File: config.mk
export PLATFORM = sky130hd
export DESIGN_NAME = nns_map
export DESIGN_NICKNAME = d
export VERILOG_FILES = /design/src/hw/rtl/nns_pkg.sv /design/src/hw/rtl/nns_map.sv
export SDC_FILE = /design/constraint.sdc
export NUM_CORES = 1
export LEC_CHECK = 0
export ABC_AREA = 1
export BUFFER_PORTS_ARGS = -buffer_cell sky130_fd_sc_hd__buf_2
export CORE_AREA = 2 2 175 177
export DETAILED_ROUTE_END_ITERATION = 8
export DIE_AREA = 0 0 177 179
export GPL_ROUTABILITY_DRIVEN = 1
export GPL_TIMING_DRIVEN = 0
export PLACE_DENSITY = 0.53
export RECOVER_POWER = 100
export SYNTH_ARGS = -nofsm -noshare
export SYNTH_HDL_FRONTEND = slang
export SYNTH_SLANG_ARGS = --single-unit
File: constraint.sdc
create_clock -name clk_i -period 10.4 [get_ports clk_i]
set_clock_uncertainty 0.1 [all_clocks]
set_input_delay 1.56 -clock clk_i [delete_from_list [all_inputs] [get_ports clk_i]]
set_output_delay 1.56 -clock clk_i [all_outputs]
set_load 0.01 [all_outputs]
File: src/hw/rtl/nns_pkg.sv
// Package for the nearest-neighbour image scaler.
// Payload structs, register indexes, sequencer states and fixed field widths.
// No dependencies.
package nns_pkg;

  localparam int unsigned COORD_W    = 12;
  localparam int unsigned PIX_W      = 32;
  localparam int unsigned SCALE_W    = 24;
  localparam int unsigned DIM_CFG_W  = 9;
  localparam int unsigned FRAC_W     = 16;
  localparam int unsigned PROD_W     = COORD_W + SCALE_W;
  localparam int unsigned CFG_IDX_W  = 2;
  localparam int unsigned CFG_DATA_W = 24;

  localparam logic [DIM_CFG_W-1:0] DIM_RESET   = 9'd256;
  localparam logic [SCALE_W-1:0]   SCALE_RESET = 24'd65536;

  typedef enum logic {
    FUNC_LOAD = 1'b0,
    FUNC_REQ  = 1'b1
  } nns_func_e;

  typedef enum logic [CFG_IDX_W-1:0] {
    CFG_SOURCE_ROWS = 2'd0,
    CFG_SOURCE_COLS = 2'd1,
    CFG_INV_SCALE_X = 2'd2,
    CFG_INV_SCALE_Y = 2'd3
  } nns_cfg_e;

  typedef enum logic [2:0] {
    ST_IDLE,
    ST_MUL_Y,
    ST_MUL_X,
    ST_FIT_X,
    ST_READ
  } nns_state_e;

  typedef struct packed {
    logic               func;
    logic [COORD_W-1:0] row_index;
    logic [COORD_W-1:0] col_index;
    logic [PIX_W-1:0]   pixel_in;
  } nns_in_t;

  typedef struct packed {
    logic [PIX_W-1:0] pixel_out;
    logic             edge_clamped;
  } nns_out_t;

endpackage

File: src/hw/rtl/nns_map.sv
// Shared coordinate mapping unit: one registered 12x24 multiply and an edge clamp.
// Depends on nns_pkg.
module nns_map #(
  parameter int unsigned IDX_W = 8,
  parameter int unsigned DIM_W = 9
) (
  input  logic                        clk_i,
  input  logic                        mul_en_i,
  input  logic [nns_pkg::COORD_W-1:0] coord_i,
  input  logic [nns_pkg::SCALE_W-1:0] inv_i,
  input  logic [DIM_W-1:0]            dim_i,
  output logic [IDX_W-1:0]            fit_o,
  output logic                        clamp_o
);
  import nns_pkg::*;

  localparam int unsigned SRC_W = PROD_W - FRAC_W;

  logic [PROD_W-1:0] prod_q;
  logic [SRC_W-1:0]  src;
  logic [DIM_W-1:0]  dim_m1;

  always_ff @(posedge clk_i) begin
    if (mul_en_i) begin
      prod_q <= PROD_W'(coord_i) * PROD_W'(inv_i);
    end
  end

  // fraction dropped, then clamp to the last row/column
  assign src     = prod_q[PROD_W-1:FRAC_W];
  assign dim_m1  = dim_i - DIM_W'(1);
  assign clamp_o = (src >= SRC_W'(dim_i));
  assign fit_o   = clamp_o ? dim_m1[IDX_W-1:0] : src[IDX_W-1:0];

endmodule

==> results of run 1 <==
[stage by stage]
step,hold WS [ps],utilization,std cells,setup WS (ps),power [mW]
floorplan,1570,-,1388,4150,2.63
global placement,1950,0.369,1839,3010,3.56
detailed placement,1970,0.369,1839,3020,3.57
CTS,1710,0.372,1843,3270,3.67
global route,2040,0.371,1843,2910,4.16
finish,1980,0.371,1843,3280,3.63
[critical path, delay by kind of cell]
kind | cells | cell delay, ps
AOI/OAI and AO/OA | 3 | 700
adders and majority gates | 6 | 3070
buffers and inverters | 7 | 1140
and+or+nand+nor | 6 | 540
[placed cells by master (no fill, tap or decap), drive strengths merged]
cell type  netlist  final
and2             1      1
nand3b           1      1
nand3           31     31
o21bai           1      1
o211ai           2      2
edfxtp          20     20
fa             219    219
nand2          438    438
inv            377    377
clkinv           0      1
a31oi            1      1
clkbuf          48     60
o21a             4      4
xor2            12     12
nor4             2      2
xnor2            1      1
ha              80     80
nor3b            1      1
nor2            68     68
a21oi           40     40
a21o             7      7
or2              1      1
nand4            6      6
buf              0     46
o21ai           21     21
nor3             6      6
[kinds of logic (layout without fill, tap and decap cells)]
logic type	after synthesis	count (layout)	share of synthesized area
compound gates	76	76	0.0407
buf+inv	425	484	0.155
fa+ha+maj	299	299	0.522
simple gates	555	555	0.214
xor+xnor	13	13	0.0110
flops	20	20	0.0582
[power by group through the flow]
| stage | combinational [mW] | clock (mW) | sequential [mW] |
|---|---|---|---|
| floorplan | 2.38 | 0 | 0.252 |
| detailed placement | 3.31 | 0 | 0.255 |
| global route | 3.82 | 0.0840 | 0.258 |
| finish | 3.30 | 0.0784 | 0.253 |
| global placement | 3.31 | 0 | 0.255 |
| CTS | 3.34 | 0.0808 | 0.254 |
[area by class of cell]
cell class,count,area (um^2),area share
repair buffers,55,264,0.0237
well taps,396,495,0.0445
multi-input cells,943,8110,0.728
clock inverters,1,3.75,0.000337
flip-flops and latches,20,601,0.0539
inverters,377,1420,0.127
clock buffers,3,75.1,0.00674
plain buffers,48,180,0.0162
[metal layers]
metal / global-route usage / vias up / share of wire
li1: - / 4117 / -
met1: 0.258 / 4247 / 0.46
met2: 0.333 / 162 / 0.48
met3: 0.0155 / 24 / 0.037
met4: 0.0351 / 0 / 0.019
met5: 0 / - / 0
[worst max path at each step]
stage	endpoint	slack [ps]	cells past startpoint
final	prod_q[35]$_DFFE_PP_	3280	22
after global routing	prod_q[35]$_DFFE_PP_	2910	20
after CTS	prod_q[35]$_DFFE_PP_	3270	22
after detailed placement	prod_q[35]$_DFFE_PP_	3020	22
after global placement	prod_q[35]$_DFFE_PP_	3010	22
after floorplan	prod_q[35]$_DFFE_PP_	4150	21
==> run summary, run 1 <==
post-synthesis sequential area ratio: 0.0582
max-cap violation count: 0
cell-internal power: 1.46 mW
first-pass GRT wire length: 46,600 um
Hold Path Origin: mul_en_i
clock-pin slew on the worst setup and hold paths: 60 ps
DRC: 0
RSZ-0062 raised after global routing: no
final setup fails: 0
nets: 1,794
Largest Register: prod_q
ANT nets after route: 0
Seq pwr share: 0.070
CTS root buf: clkbuf_16
htree depth: 1
Synth Net Count: 1,734
gr usage total: 0.190
Design Area, Final: 11,100 um^2
Wirelength per Cell: 15.2 um
Initial DRC Count: 445
critical path type: in2reg
status: completed
switch share: 0.598
initial antenna violation count: 0
Routed WL: 27,900 um
GRT Residual Overflow: 0
Worst EP required: 10,310 ps
Area growth syn-to-layout: 7.98%
CTS buffer count: 3
placed cell areas: 11,100 um^2
Ant. Diodes: 0
fraction of layout cells with a size suffix above 1: 0.0387
CTS resizes: 0
drt first pass iters: 5
Slew @ Worst Pin: 1090 ps
registers with the most flip-flops: prod_q: 20 flops
Die Ht: 179 um
CTS tree: yes
hold path cells: 1
Bufs on Longest Clock Path: 2
Yosys cell types: 30
CTS Hold Buffers Added: 0
Starting Density: 0.344
Post-Syn Instances: 1,388
period utilisation layout: 0.685
Crit. Startpoint: coord_i[11]
Post-synth EDFFs: 20
Worst IR Drop VDD: 0.194 mV
synthesized flop and latch total: 20
fraction of registers with async set/reset: 0
Vias: 8,550
Hold Violations, Final: 0
Yosys top cell area share: 0.425
critical path peak fanout: 10
Cell Rows: 64
max_slew headroom: 0.270
CP max stage delay: 610 ps
ranking of synthesized cells by area: fa_1, nand2_1, inv_1, ha_1, edfxtp_1
largest net degree at the start of global routing: 21
power density over the cells: 325 nW/um^2
Commonest cells post-synth: nand2_1, inv_1, fa_1
cell taking the most area after synthesis: fa_1
number of global-route vias before repair: 8,955
P_sw: 2.17 mW
most frequent cell after synthesis: nand2_1
Die Area: 31,700 um^2
Hold Crit Class: in2reg
Comb pwr share: 0.909
slowest CP cell: clkbuf_1
Worst setup SP type: primary input
I/O pin count: 56
syn_area_per_cell: 7.44 um^2
max reg flops: 20
Ys Warns: 0
CP Capture Type: flop
Post-CTS Setup Repair Bufs: 0
synthesized cell area: 10,300 um^2
Primary FF master, synth: edfxtp_1
critical path arrival: 7030 ps
fillers: 3,251
Hold EP: prod_q[17]$_DFFE_PP_
Tmin final: 7120 ps
Detail Placement HPWL: 24,100 um
critical-path cell list: buf_2 > clkbuf_1 > nand2_1 > fa_1 > inv_1 > fa_1 > inv_1 > fa_1 > inv_1 > fa_1 > inv_1 > fa_1 > inv_1 > ha_1 > a21oi_1 > o21ai_0 > a21oi_1 > nor2_1 > nor2_1 > nand2_1 > nand2_1 > nand2_1
FMAX: 140 MHz
Vias/cell: 4.64
clk sinks: 20
Die Wd: 177 um
Slew Viols, Final: 0
gp weighted congestion: 0.911
setup TNS: 0 ps
I/O Buffers: 55
clock network power share: 0.022
CORE AREA: 30,000 um^2
Leak: 6.45 nW
Note: power is estimated with default switching activity, not from simulation.
==> inputs of run 2 (changes only) <==
- PLACE_DENSITY: 0.53 -> 0.55
- clock period: 10.4 -> 6.5 ns (I/O delays scaled with it)
==> run 2 against run 1 <==
Sequential power increased by 60%; worst hold slack got worse by 590 ps; first-iteration DRC count decreased by 6.7%; combinational power increased by 58%; largest power group unchanged; flip-flop and latch count unchanged; total power increased by 60%; core utilization increased by 0.079 points; largest cell class unchanged; global-route usage decreased by 0.58 points; clock power increased by 110%.
==> run summary, run 2 (synthesis gave the netlist of run 1 again) <==
setup slack after layout: 328 ps
I/O Buffers: 55
Top delay family on crit path: adder cells
cell-internal power: 2.36 mW
critical path arrival: 6070 ps
CTS root buf: clkbuf_16
Comb pwr share: 0.901
sum of buffers and inverters on the critical path: 5
Final Non-Filler Cells: 1,840
most used cell, CP: fa_1
Worst EP required: 6400 ps
slowest CP cell: clkbuf_1
Placed Instances: 1,839
Worst IR Drop VDD: 0.328 mV
Largest Register: prod_q
registers with the most flip-flops: prod_q: 20 flops
drt first pass iters: 5
Slew Viols, Final: 0
Initial DRC Count: 415
ANT nets after route: 0
Slew @ Worst Pin: 1090 ps
number of global-route vias before repair: 8,857
period utilisation layout: 0.949
P_sw: 3.43 mW
Die Area: 31,700 um^2
commonest non-fill, non-tap cell in the layout: nand2_1
fillers: 3,212
switch share: 0.593
gp weighted congestion: 0.897
Die Ht: 179 um
CP max stage delay: 620 ps
Vias/cell: 4.63
first-pass GRT wire length: 45,400 um
gr usage total: 0.184
CORE AREA: 30,000 um^2
max reg flops: 20
most frequent cells in the layout: nand2_1, inv_1, fa_1
Tmin final: 6170 ps
Starting Density: 0.344
DRC: 0
hold path cells: 1
max_slew headroom: 0.272
critical-path cell list: buf_2 > clkbuf_1 > nand2_1 > fa_1 > inv_1 > fa_1 > fa_1 > fa_1 > inv_1 > fa_1 > inv_1 > ha_1 > a21oi_1 > o21ai_0 > a21oi_1 > nor2_1 > nor2_1 > nand2_1 > nand2_1 > nand2_1
Detail Placement HPWL: 23,800 um
Bufs on Longest Clock Path: 2
largest net degree at the start of global routing: 21
DP Worst Slack: -358 ps
Leak: 6.49 nW
htree depth: 1
Worst setup SP type: primary input
CP Capture Type: flop
I/O pin count: 56
Cell Rows: 64
Hold Crit Class: in2reg
GRT Residual Overflow: 0
CTS buffer count: 3
CTS resizes: 0
max-cap violation count: 0
fraction of layout cells with a size suffix above 1: 0.0450
clk sinks: 20
Routed WL: 27,200 um
FMAX: 162 MHz
initial antenna violation count: 0
Design Area, Final: 11,200 um^2
Seq pwr share: 0.070
clock network power share: 0.029
final setup fails: 0
Vias: 8,518
critical path peak fanout: 10
nets: 1,791
clock-pin slew on the worst setup and hold paths: 60 ps
Ant. Diodes: 0
Hold Violations, Final: 0
power density over the cells: 518 nW/um^2
Worst path depth: 20
CTS tree: yes
Post-CTS Setup Repair Bufs: 0
critical path type: in2reg
status: completed
Area growth syn-to-layout: 8.21%
placed cell areas: 11,100 um^2
Wirelength per Cell: 14.8 um
CTS Hold Buffers Added: 0
Die Wd: 177 um
RSZ-0062 raised after global routing: no
==> run 2: changes by cell type in the layout (fill, tap and decap cells not counted), sizes merged <==
cell,before,now
clkbuf,60,56
bufinv,0,1
buf,46,47
clkinv,1,0
==> run 2: path summary, 6_finish.rpt <==
path	from	to	slack, ps
worst max-delay path	coord_i[8]	prod_q[35]$_DFFE_PP_	330
worst min-delay path	mul_en_i	prod_q[20]$_DFFE_PP_	1390
==> run 2: area by class of cell <==
| class | count | area, um^2 | share of cell area |
|---|---|---|---|
| inverters | 377 | 1420 | 0.127 |
| repair buffers | 55 | 265 | 0.0238 |
| multi-input cells | 943 | 8110 | 0.726 |
| clock buffers | 3 | 75.1 | 0.00672 |
| plain buffers | 45 | 179 | 0.0160 |
| flip-flops and latches | 20 | 601 | 0.0538 |
| well taps | 396 | 495 | 0.0444 |
| clock inverters | 1 | 30.0 | 0.00269 |
==> run 2: power by group through the flow <==
stage / Clock, mW / Sequential [mW] / Combinational, mW
floorplan: 0 / 0.403 / 3.81
global placement: 0 / 0.407 / 5.25
detailed placement: 0 / 0.409 / 5.23
CTS: 0.169 / 0.407 / 5.28
global route: 0.175 / 0.415 / 6.06
finish: 0.167 / 0.405 / 5.21
==> run 2: routing by layer <==
| metal | track usage | vias to the layer above | routed length (um) |
|---|---|---|---|
| met1 | 0.249 | 4235 | 12600 |
| met3 | 0.0110 | 25 | 799 |
| met4 | 0.0224 | 0 | 367 |
| met2 | 0.333 | 154 | 13400 |
| li1 | - | 4104 | - |
| met5 | 0 | - | 0 |
==> run 2: through the flow <==
stage | hold WS, ps | TNS [ps] | utilization | total power [mW]
2_1_floorplan | 987 | 0 | - | 4.21
3_3_place_gp | 1360 | -1080 | 0.369 | 5.66
3_5_place_dp | 1380 | -1350 | 0.369 | 5.64
4_1_cts | 1120 | 0 | 0.373 | 5.85
5_1_grt | 1480 | 0 | 0.372 | 6.65
6_report | 1390 | 0 | 0.372 | 5.79
==> inputs of run 3 (changes only) <==
--- a/config.mk
+++ b/config.mk
@@ -14,3 +14,2 @@
 export GPL_TIMING_DRIVEN = 0
-export PLACE_DENSITY = 0.55
 export RECOVER_POWER = 100
--- a/constraint.sdc
+++ b/constraint.sdc
@@ -4,2 +4,2 @@
 set_output_delay 0.975 -clock clk_i [all_outputs]
-set_load 0.01 [all_outputs]
+set_load 0.05 [all_outputs]
==> run 3 against run 2 <==
Maximum frequency decreased by 0.46%; flip-flop and latch count did not move; combinational power hardly changed; count of clock-buffer cells in the layout is the same; critical path type unchanged; critical endpoint unchanged; largest cell class unchanged; largest power group unchanged.
==> run summary, run 3 (synthesis gave the netlist of run 1 again) <==
final core utilization: 0.372
FMAX: 161 MHz
hold path cells: 1
first-pass GRT wire length: 45,000 um
Slew @ Worst Pin: 1090 ps
gp weighted congestion: 0.900
Worst IR Drop VDD: 0.388 mV
CP max stage delay: 560 ps
Design Area, Final: 11,200 um^2
crit path to: prod_q[35]$_DFFE_PP_
Die Area: 31,700 um^2
fraction of layout cells with a size suffix above 1: 0.0456
Worst path depth: 22
Routed WL: 27,300 um
critical path peak fanout: 10
Area growth syn-to-layout: 8.29%
gr usage total: 0.182
commonest non-fill, non-tap cell in the layout: nand2_1
CP Capture Type: flop
cell-internal power: 2.36 mW
ANT nets after route: 0
Top delay family on crit path: adder cells
largest net degree at the start of global routing: 21
nets: 1,793
clock network power share: 0.029
CTS resizes: 0
clk sinks: 20
CTS root buf: clkbuf_16
fillers: 3,230
CTS buffer count: 3
Hold Path Origin: mul_en_i
I/O pin count: 56
Seq pwr share: 0.070
Vias: 8,634
Leak: 6.50 nW
htree depth: 1
met3 usage: 0.0246
grt met2 use: 0.324
Comb pwr share: 0.901
setup slack after layout: 300 ps
Worst setup SP type: primary input
Initial DRC Count: 423
Worst Hold Margin: 1390 ps
Slew Viols, Final: 0
I/O Buffers: 55
max reg flops: 20
Die Wd: 177 um
power density over the cells: 518 nW/um^2
DP Worst Slack: -231 ps
Largest Register: prod_q
most frequent cells in the layout: nand2_1, inv_1, fa_1
Starting Density: 0.344
clock-pin slew on the worst setup and hold paths: 60 ps
Cell Rows: 64
initial antenna violation count: 0
period utilisation layout: 0.954
number of global-route vias before repair: 8,910
Crit. Startpoint: coord_i[3]
Detail Placement HPWL: 23,800 um
Worst EP required: 6400 ps
P_sw: 3.44 mW
Bufs on Longest Clock Path: 2
Vias/cell: 4.69
Die Ht: 179 um
Tmin final: 6200 ps
critical path type: in2reg
max-cap violation count: 0
critical path arrival: 6100 ps
Post-CTS Setup Repair Bufs: 0
Wirelength per Cell: 14.8 um
CORE AREA: 30,000 um^2
Ant. Diodes: 0
critical-path cell list: buf_2 > clkbuf_1 > nand2_1 > fa_1 > inv_1 > fa_1 > inv_1 > fa_1 > inv_1 > fa_1 > inv_1 > fa_1 > inv_1 > ha_1 > a21oi_1 > o21ai_0 > a21oi_1 > nor2_1 > nor2_1 > nand2_1 > nand2_1 > nand2_1
GR peak layer: met2
drt first pass iters: 5
switch share: 0.593
Hold Violations, Final: 0
sum of buffers and inverters on the critical path: 7
slowest CP cell: clkbuf_1
CTS tree: yes
Hold Crit Class: in2reg
GRT Residual Overflow: 0
DRC: 0
placed cell areas: 11,100 um^2
RSZ-0062 raised after global routing: no
final setup fails: 0
M1 GR Usage: 0.238
max_slew headroom: 0.275
registers with the most flip-flops: prod_q: 20 flops
status: completed
CTS Hold Buffers Added: 0
[run 3: how the worst min path moves through the flow]
| stage | to | slack (ps) |
|---|---|---|
| after floorplan | prod_q[16]$_DFFE_PP_ | 990 |
| after global placement | prod_q[18]$_DFFE_PP_ | 1360 |
| after detailed placement | prod_q[17]$_DFFE_PP_ | 1370 |
| after CTS | prod_q[17]$_DFFE_PP_ | 1110 |
| after global routing | prod_q[17]$_DFFE_PP_ | 1440 |
| final | prod_q[17]$_DFFE_PP_ | 1390 |
[run 3: cell type report]
cell class              instances  area [um^2]  share of cell area
plain buffers                  47          188              0.0168
clock buffers                   3         75.1             0.00672
flip-flops and latches         20          601              0.0537
well taps                     396          495              0.0443
inverters                     377         1420               0.127
multi-input cells             943         8110               0.725
clock inverters                 1         30.0             0.00269
repair buffers                 55          265              0.0237
[run 3: metrics by stage]
stage / setup TNS, ps / std cells / power [mW]
finish: 0 / 1842 / 5.79
global route: 0 / 1842 / 6.60
CTS: 0 / 1843 / 5.88
detailed placement: -447 / 1839 / 5.67
global placement: -518 / 1839 / 5.66
floorplan: 0 / 1388 / 4.22
[run 3: power groups by stage]
stage	Sequential, mW	Combinational, mW	Clock (mW)
after global placement	0.407	5.25	0
final	0.405	5.22	0.165
after global routing	0.414	6.01	0.177
after detailed placement	0.409	5.27	0
after CTS	0.406	5.31	0.168
after floorplan	0.403	3.82	0
[run 3: layer usage]
| layer | vias up | share of wire |
|---|---|---|
| met5 | - | 0 |
| li1 | 4116 | - |
| met2 | 189 | 0.49 |
| met4 | 0 | 0.016 |
| met1 | 4301 | 0.44 |
| met3 | 28 | 0.052 |
